### src/rtl/ffbh_pkg.sv
`timescale 1ns / 1ps
// ffbh_pkg: shared types, codes and constants for the first-fit block heap allocator.
// No dependencies; every other file references this package by scoped names.
package ffbh_pkg;

    // Defaults for the top-level parameters
    localparam int DEF_MAX_BLOCKS   = 64;
    localparam int DEF_HEADER_BYTES = 12;

    // Configuration register reset values and the size of the first block
    localparam logic [31:0] RESET_HEAP_START = 32'h0010_2000;
    localparam logic [31:0] RESET_HEAP_END   = 32'h0020_0000;
    localparam logic [31:0] INIT_BLOCK_BYTES = 32'd4;

    // Configuration register indexes
    localparam int          CFG_IDX_W      = 1;
    localparam logic [CFG_IDX_W-1:0] CFG_HEAP_START = 1'b0;
    localparam logic [CFG_IDX_W-1:0] CFG_HEAP_END   = 1'b1;

    // Operation codes
    localparam logic [1:0] OP_INIT  = 2'd0;
    localparam logic [1:0] OP_ALLOC = 2'd1;
    localparam logic [1:0] OP_FREE  = 2'd2;

    // Status codes
    localparam logic [2:0] ST_OK         = 3'd0;
    localparam logic [2:0] ST_ZERO       = 3'd1;
    localparam logic [2:0] ST_EXHAUSTED  = 3'd2;
    localparam logic [2:0] ST_TABLE_FULL = 3'd3;
    localparam logic [2:0] ST_UNKNOWN    = 3'd4;

    typedef struct packed {
        logic [1:0]  op;
        logic [31:0] request_bytes;
        logic [31:0] buffer_address;
    } t_in_word;

    typedef struct packed {
        logic [31:0] granted_address;
        logic [2:0]  status;
    } t_out_word;

    // One block table entry
    typedef struct packed {
        logic [31:0] start;
        logic [31:0] bytes;
        logic        is_free;
    } t_entry;

    // Controller to datapath
    typedef struct packed {
        logic init;      // rebuild the heap (boot)
        logic accept;    // capture the input word
        logic start;     // first cycle of an operation
        logic scan;      // step the table scan
        logic commit;    // apply the decision on the evaluated entry
        logic out_load;  // move the result into the output register
    } t_dp_cmd;

    // Datapath to controller
    typedef struct packed {
        logic need_scan; // operation walks the table
        logic ev_valid;  // an entry is under evaluation
        logic decide;    // the evaluated entry ends the scan
    } t_dp_status;

endpackage

### src/rtl/ffbh_ctrl.sv
`timescale 1ns / 1ps
// ffbh_ctrl: operation sequencer for the heap allocator.
// Depends on ffbh_pkg; drives ffbh_dp through t_dp_cmd and reads t_dp_status.
module ffbh_ctrl (
    input  logic                i_clk,
    input  logic                i_rst_n,
    input  logic                i_in_valid,
    output logic                o_in_stall,
    output logic                o_out_valid,
    input  logic                i_out_stall,
    input  ffbh_pkg::t_dp_status i_status,
    output ffbh_pkg::t_dp_cmd    o_cmd
);

    typedef enum logic [2:0] {
        S_BOOT,
        S_IDLE,
        S_START,
        S_SCAN,
        S_RESULT
    } t_state;

    t_state r_state, n_state;
    logic   r_out_valid, n_out_valid;

    always_comb begin
        n_state     = r_state;
        o_cmd       = '0;
        n_out_valid = r_out_valid && i_out_stall;
        case (r_state)
            S_BOOT: begin
                o_cmd.init = 1'b1;
                n_state    = S_IDLE;
            end
            S_IDLE: begin
                if (i_in_valid) begin
                    o_cmd.accept = 1'b1;
                    n_state      = S_START;
                end
            end
            S_START: begin
                o_cmd.start = 1'b1;
                n_state     = i_status.need_scan ? S_SCAN : S_RESULT;
            end
            S_SCAN: begin
                o_cmd.scan = 1'b1;
                if (i_status.ev_valid && i_status.decide) begin
                    o_cmd.commit = 1'b1;
                    n_state      = S_RESULT;
                end
            end
            S_RESULT: begin
                // output register free, or its word leaves this cycle
                if (!r_out_valid || !i_out_stall) begin
                    o_cmd.out_load = 1'b1;
                    n_out_valid    = 1'b1;
                    n_state        = S_IDLE;
                end
            end
            default: begin
                n_state = S_IDLE;
            end
        endcase
    end

    always_ff @(posedge i_clk) begin
        if (!i_rst_n) begin
            r_state     <= S_BOOT;
            r_out_valid <= 1'b0;
        end else begin
            r_state     <= n_state;
            r_out_valid <= n_out_valid;
        end
    end

    assign o_in_stall  = (r_state != S_IDLE);
    assign o_out_valid = r_out_valid;

endmodule

### config.mk
export PLATFORM = sky130hd
export DESIGN_NAME = ffbh_ctrl
export DESIGN_NICKNAME = d
export VERILOG_FILES = /design/src/rtl/ffbh_pkg.sv /design/src/rtl/ffbh_ctrl.sv
export SDC_FILE = /design/constraint.sdc
export NUM_CORES = 1
export LEC_CHECK = 0
export BUFFER_PORTS_ARGS = -buffer_cell sky130_fd_sc_hd__buf_2
export CAP_MARGIN = 20
export CORE_AREA = 10 10 47 49
export DETAILED_ROUTE_END_ITERATION = 6
export DIE_AREA = 0 0 57 59
export GPL_ROUTABILITY_DRIVEN = 0
export HOLD_SLACK_MARGIN = 0.1
export SETUP_SLACK_MARGIN = 0.2
export SLEW_MARGIN = 20
export SYNTH_ARGS = -nofsm -noshare
export SYNTH_HDL_FRONTEND = slang
export SYNTH_SLANG_ARGS = --single-unit
### constraint.sdc
create_clock -name i_clk -period 1.4 [get_ports i_clk]
set_clock_uncertainty 0.05 [all_clocks]
set_input_delay 0 -clock i_clk [delete_from_list [all_inputs] [get_ports i_clk]]
set_output_delay 0 -clock i_clk [all_outputs]
set_load 0.02 [all_outputs]
==> results.md, run 1 <==
Global route:
- After global routing the overflow that remains totals 0.
- The number of antenna violations at the first check in global routing is 0.
- The via count of the first global-routing pass is 368.
- The first global-routing pass estimated 1500 um of wire.
- Global routing used 5.89% of the available tracks across all layers.
- Entering global routing, the biggest net connects 11 pins.

Route:
- After detailed routing, the met3 layer carries 90 um of wire.
- Once detail routing completed, the nets flagged for antenna violations numbered 0.
- In the final routed layout, each cell accounts on average for 11.8 um.
- In the routed layout, each cell is associated on average with a via count of 4.58.
- Wires add up to 894 um.
- The iteration-0 DRC count of the detailed router is 5.
- The detailed router used layers up to and including met4.
- The routed design uses 385 um of met2 wire.
- The routed layout has 348 vias.
- The pre-antenna-repair detailed-routing pass consisted of 2 iterations.
- After detailed routing, the number of remaining DRC violations is 0.
- For this block, wires on met1 add up to 379 um.

STA:
- The max-slew violation count was 0.
- The count of final hold-check violations is 0.
- For the pin with the worst max-slew slack, the measured transition is 209 ps.
- Setup repair after global routing could not meet its margin everywhere.
- The remaining max-slew budget at the tightest pin is 86.1%.
- Of the available clock period, the critical path in the final layout requires 87.9%.
- The sum of negative setup slack is 0 ps.
- Setup violations remaining at the end of the flow were counted as 0.
- Derived from the worst setup path, the maximum achievable clock frequency is 813 MHz.
- The minimum clock period is 1230 ps.

Yosys:
- The number of synthesized register bits is 4.
- The cell area that synthesis handed to floorplanning was 288 sq um.
- Counting every instance in the synthesized netlist gives 36.
- The count of flip-flops with a built-in enable after synthesis is 0.
- Counting instances in the post-synthesis netlist gives the leading cell types as 4 x sky130_fd_sc_hd__dfxtp_1, 4 x sky130_fd_sc_hd__nand2_1, 3 x sky130_fd_sc_hd__nor2_1.
- The number of warnings reported in the yosys synthesis log is 0.
- The proportion of netlist area held by the largest area contributor is 27.8%.
- The synthesized netlist contains 23 unique library cells.
- Summed over all instances, the cell type with the most area after synthesis is sky130_fd_sc_hd__dfxtp_1.
- Counting every net in the synthesized netlist gives 43.
- The sequential-to-total area share from yosys stat is 27.8%.
- The predominant post-synthesis flop cell is sky130_fd_sc_hd__dfxtp_1.
- Dividing the synthesized area by the synthesized cell count gives 7.99 sq um.
- By area the synthesized netlist is led by sky130_fd_sc_hd__dfxtp_1 28%, sky130_fd_sc_hd__nor3b_4 6.5%, sky130_fd_sc_hd__a21oi_2 6.1%.
- The share of flip-flops with an asynchronous set or reset is 0%.

Critical path:
- The reg-to-reg critical path endpoint is r_state[2].
- Data on the critical path is required at its endpoint by 1350 ps.
- The worst setup path is of the reg -> out kind.
- The highest net fanout along the worst path is 10.
- The length in cells of the worst reg-to-reg path is 4.
- The arrival time at the worst endpoint is 1180 ps.
- Among all stages on the critical path, the largest delay is contributed by sky130_fd_sc_hd__dfxtp_4.
- The origin of the critical flop-to-flop path is r_state[1].
- The critical path goes through nor3b_4, and3_4, buf_6.
- The startpoint type of the worst setup path is a flip-flop.
- The internal reg-to-reg setup slack is 220 ps.
- The element type at the critical path end is an output pin.
- The largest stage delay on the critical path is 390 ps.

Power and ir drop:
- Power spread over the standard cell area amounts to 958 nW/um^2.
- The largest voltage drop on the vdd net is 412 uV.
- In this run the static leakage power is 0.224 nW.

Clocking:
- CTS saw 4 sinks.
- TritonCTS built the clock tree.
- The clock transition at the register clock pins on the worst setup and hold paths after CTS is 40 ps.
- The number of buffers created by CTS is 3.
- Clock tree synthesis selected as its root buffer the cell sky130_fd_sc_hd__clkbuf_4.
- The clock latency on the worst-skew pair is 240 ps.
- The depth of the CTS H-tree is 1.
- The clock passes through at most 2 buffers.

Floorplan:
- The number of placement rows is 14.
- The total area inside the core boundary comes to 1400 sq um.
- The starting density of the core is 20.5%.
- The area of the die is 3360 sq um.
- The top-level I/O count is 15.
- The die is 57 um wide.
- The die is 59 um tall.

Finish:
- Once layout is done, the placed cells without fillers occupy 495 sq um.
- Once layout is complete, the utilization of the core stands at 35.4%.
- The final layout net count is 69.
- The number of antenna diodes in the final layout is 0.
- The post-route netlist has 53.3% of its cells at a drive strength greater than 1.
- The non-filler instance count after layout is 76.
- From synthesis to final layout, the design area changed by 72.2%.

Worst hold path:
- The launch point of the worst hold path is i_status[2].
- Counting instances, the worst hold path has a depth of 3.
- For hold timing, the worst endpoint is r_state[1].
- The class of the most critical hold timing path is in -> reg.

Place:
- The quantity of I/O buffers inserted on ports is 14.
- The placed instances occupy a cell area of 367 sq um.
- The number of cells in the design after placement is 64.
- The HPWL after detailed placement is 636 um.

Flow run:
- Max-cap violations in this run came to 0.

Run status:
- The run finished with clean final reports.
kinds of logic after synthesis:
kind of cell	after synthesis	share of synthesized area [%]
flip-flops	4	27.8
AO/OA/AOI/OAI	11	25.7
buffers and inverters	5	8.26
AND/OR/NAND/NOR	16	38.3
power breakdown:
group	switching, mW	internal, mW
Sequential	0.0263	0.128
Combinational	0.0889	0.0838
Clock	0.0510	0.0961
Total	0.166	0.308
through the flow:
| stage | total power, mW | hold slack, ps | worst slack, ps |
|---|---|---|---|
| 2_1_floorplan | 0.255 | 78.6 | 220 |
| 4_1_cts | 0.482 | 101 | 157 |
| 6_report | 0.475 | 104 | 169 |
| 3_5_place_dp | 0.296 | 220 | 196 |
| 5_1_grt | 0.510 | 126 | 106 |
| 3_3_place_gp | 0.295 | 223 | 211 |
critical path: cells and delay by family, from the launching register on:
family | cells | cell delay [ps]
buffers and inverters | 1 | 110
flip-flops | 1 | 390
AND/OR/NAND/NOR | 2 | 440
state kept, by name, indices dropped and copies added (netlist names):
signal and count:
o_out_valid 1, r_state 3
routing by layer:
| layer | GRT usage, % | vias to the layer above |
|---|---|---|
| met5 | 0 | - |
| met4 | 7.05 | 0 |
| met3 | 3.22 | 4 |
| met2 | 8.37 | 15 |
| met1 | 5.50 | 151 |
| li1 | - | 178 |
worst max path at each step:
stage                           from       end  cells past startpoint
after global placement    r_state[0]  o_cmd[1]                      4
after floorplan           r_state[0]  o_cmd[1]                      3
after global routing      r_state[0]  o_cmd[1]                      4
after CTS                 r_state[0]  o_cmd[1]                      4
final                     r_state[1]  o_cmd[1]                      3
after detailed placement  r_state[0]  o_cmd[1]                      4
placed cells by master (no fill, tap or decap):
master                          Yosys  layout
sky130_fd_sc_hd__buf_2              1      12
sky130_fd_sc_hd__dlygate4sd3_1      0       5
sky130_fd_sc_hd__buf_4              1       5
sky130_fd_sc_hd__nand2_1            4       4
sky130_fd_sc_hd__nor2_1             3       3
sky130_fd_sc_hd__clkbuf_4           0       3
sky130_fd_sc_hd__dfxtp_4            0       3
sky130_fd_sc_hd__a21oi_1            2       2
sky130_fd_sc_hd__a21oi_2            2       2
sky130_fd_sc_hd__a31oi_1            2       2
sky130_fd_sc_hd__o21ai_1            2       2
sky130_fd_sc_hd__inv_4              0       1
sky130_fd_sc_hd__nor3b_4            1       1
sky130_fd_sc_hd__nor3b_1            1       1
sky130_fd_sc_hd__nor3b_2            1       1
sky130_fd_sc_hd__inv_2              2       1
sky130_fd_sc_hd__and3_4             0       1
sky130_fd_sc_hd__and2_1             1       1
sky130_fd_sc_hd__nor3_1             1       1
sky130_fd_sc_hd__nand2b_1           1       1
sky130_fd_sc_hd__inv_1              1       1
sky130_fd_sc_hd__nand4_1            1       1
sky130_fd_sc_hd__nor4b_2            1       1
sky130_fd_sc_hd__a21o_1             1       1
sky130_fd_sc_hd__a221oi_1           1       1
sky130_fd_sc_hd__a21boi_1           1       1
sky130_fd_sc_hd__dfxtp_1            4       1
sky130_fd_sc_hd__buf_6              0       1
repair_timing:
item                                   4_1_cts  5_1_grt
gates cloned                                 0        0
hold buffers                                 5        0
resized for setup                           10        1
setup endpoints to repair                    5        4
buffers inserted                             3        1
endpoints found under the hold margin        4        0
pin swaps                                    3        2
area by class of cell:
cell class | instances | area, sq um
Tap cell | 16 | 20.0
Fill cell | 157 | 906
Clock buffer | 3 | 22.5
Timing Repair Buffer | 23 | 159
Multi-Input combinational cell | 27 | 189
Inverter | 3 | 13.8
Sequential cell | 4 | 91.3
No activity file was read; power rests on OpenSTA's default activity.
==> inputs of run 2 (changes only) <==
--- a/config.mk
+++ b/config.mk
@@ -12,8 +12,7 @@
 export DIE_AREA = 0 0 57 59
 export GPL_ROUTABILITY_DRIVEN = 0
 export HOLD_SLACK_MARGIN = 0.1
-export SETUP_SLACK_MARGIN = 0.2
-export SLEW_MARGIN = 20
+export SETUP_SLACK_MARGIN = 0.4
 export SYNTH_ARGS = -nofsm -noshare
 export SYNTH_HDL_FRONTEND = slang
 export SYNTH_SLANG_ARGS = --single-unit
==> run 2 against run 1 <==
Net effect:
- global-route usage is 0.24 points higher
- flip-flop and latch count stayed put
- sequential share of layout area is 1.7 points lower
- combinational power is 16% higher
- cell count is 1.3% higher
- hold slack better by 28 ps
- count of clock-buffer cells in the layout stayed put
- utilization is 3.5 points higher
- critical endpoint unchanged
- first-iteration DRC count is 60% higher
==> results.md, run 2 (same netlist as run 1, synthesis figures left out) <==
Route:
- In the routed design, unresolved DRC markers number 0.
- The total wirelength of the detailed-routed design is 969 um.
- The detailed router used layers up to and including met4.
- Using the TritonRoute via totals, the vias-per-cell ratio works out to 4.71.
- After detailed routing, the wire length on met1 is 456 um.
- The detail-routed net length per standard cell is 12.6 um.
- Wire segments on met2 add up to 391 um in the final route.
- The detailed-routed wire length on met3 is 87 um.
- The total via count in the routed design is 363.
- In this run the remaining antenna-violating nets after routing total 0.
- The first routing iteration left 8 violations.
- For this run, the detailed router's first-pass iteration total came to 4.

STA:
- The remaining max-slew budget at the tightest pin is 86.0%.
- The upper clock frequency limit is 835 MHz.
- Setup repair after global routing could not meet its margin everywhere.
- The minimum clock period is 1200 ps.
- The sum of negative setup slack is 0 ps.
- Setup violations remaining at the end of the flow were counted as 0.
- The max-slew violation count is 0.
- The transition time of the tightest slew-check pin is 209 ps.
- The count of final hold-check violations was 0.
- Of the available clock period, the critical path in the final layout requires 85.5%.

Power and ir drop:
- The fraction of power consumed by the clock network is 29.5%.
- VDD sags by at most 398 uV.
- The switching power as a share of total power is 35.3%.
- In this run the power density over the cells is 925 nW/um^2.
- Internal power comes to 0.326 mW.
- Sequential cells account for 30.5% of the total power.
- The part of the power in combinational logic is 40.0%.
- The net switching power of the design is 0.178 mW.
- Summed over all cells, the static leakage comes to 0.238 nW.
- After layout, the design draws a total of 0.504 mW.

Clocking:
- No sink is reached through more buffers than the 2 on the longest clock path.
- For the worst-skew pair, the clock arrives at the later sink with an insertion delay of 240 ps.
- TritonCTS built the clock tree.
- The number of buffers created by CTS is 3.
- The tree is rooted in a sky130_fd_sc_hd__clkbuf_4.
- For this design, the sink count on the clock tree is 4.
- The clock transition at the register clock pins on the worst setup and hold paths after CTS is 40 ps.
- The depth of the CTS H-tree is 1.

Floorplan:
- The starting density of the core is 20.5%.
- In this run the core area contains 14 standard-cell rows.
- The y dimension of the die is 59 um.
- The top-level I/O count is 15.
- The horizontal die dimension is 57 um.
- The placeable core region is 1400 sq um.
- The die covers 3360 sq um.

Finish:
- The register bank with the most flops is r_state.
- The final layout net count is 70.
- The layout overhead on the synthesized area is 89.1%.
- The most common library cell in the layout ignoring fill and taps is sky130_fd_sc_hd__buf_2.
- The share of the core filled with cells is 38.8%.
- The register with the most flip-flops in the layout has 3 of them.
- In the layout the commonest cells are 8 x sky130_fd_sc_hd__buf_2, 7 x sky130_fd_sc_hd__buf_4, 5 x sky130_fd_sc_hd__dlygate4sd3_1.
- The antenna diode count is 0.
- The post-route netlist has 60.7% of its cells at a drive strength greater than 1.

Flow run:
- The tool flagged a number of max-cap violations equal to 0.

Global route:
- The pin count of the biggest net entering global routing is 10.
- After global routing the overflow that remains totals 0.
- The via count of the first global-routing pass came to 386.
- The global-route usage over all layers is 6.13%.
- The first global-routing pass estimated 1550 um of wire.
- The number of antenna violations at the first check in global routing was 0.

Place:
- After legalization and detailed placement, the total HPWL measured 646 um.
- Buffers placed on the I/O ports in this run total 14.

Critical path:
- The arrival time at the worst endpoint is 1150 ps.
- The highest net fanout along the worst path is 6.
- In this run the register-to-register setup slack is 260 ps.
- The worst setup path is of the reg -> out kind.
- The startpoint type of the worst setup path is a flip-flop.
- Data on the critical path is required at its endpoint by 1350 ps.
- The worst setup path is captured at an output pin.

Worst hold path:
- The tightest min-delay check is of the in -> reg type.

Run status:
- The run finished with clean final reports.
## run 2: final cells by class
class / instances / area, sq um
multi-input combinational: 27 / 209
fill: 159 / 857
tap: 16 / 20.0
timing repair buffer: 24 / 188
sequential: 4 / 91.3
inverter: 3 / 13.8
clock buffer: 3 / 22.5
## run 2: layer usage
layer,global-route usage [%],up-vias
met5,0,-
met4,8.05,0
met3,3.43,5
met2,7.60,17
met1,6.29,163
li1,-,178
## run 2: per-stage QoR
step / hold slack (ps) / setup slack, ps / cells / area, sq um
floorplan: 21.7 / 293 / 36 / 308
global placement: 216 / 216 / 64 / 375
detailed placement: 213 / 198 / 64 / 375
CTS: 129 / 177 / 76 / 537
global route: 126 / 139 / 77 / 544
finish: 132 / 203 / 77 / 544
## run 2: worst paths after layout
| path | from | to | depth (start not counted) |
|---|---|---|---|
| max | r_state[0] | o_cmd[1] | 4 |
| min | i_status[2] | r_state[1] | 3 |
| max reg2reg | r_state[1] | r_state[0] | 5 |
| min reg2reg | o_out_valid | o_out_valid | 2 |
## run 2: power by group through the flow
stage / Clock [mW] / Combinational (mW) / Sequential [mW]
after CTS: 0.157 / 0.197 / 0.154
final: 0.148 / 0.201 / 0.154
after floorplan: 0 / 0.123 / 0.141
after global routing: 0.172 / 0.219 / 0.156
after global placement: 0 / 0.144 / 0.154
after detailed placement: 0 / 0.144 / 0.156
## run 2: critical path, stage by stage (launching register included)
cell and delay (ps):
sky130_fd_sc_hd__dfxtp_4 380, sky130_fd_sc_hd__inv_4 50, sky130_fd_sc_hd__nor3b_4 180, sky130_fd_sc_hd__and3_4 200
sky130_fd_sc_hd__buf_6 110
## run 2: repair_timing
item,CTS,global route
buffers inserted,4,1
cloned,0,0
pin swaps,5,2
endpoints found under the setup margin,10,10
hold endpoints to repair,4,0
gates resized for setup,19,0
hold buffers,5,0
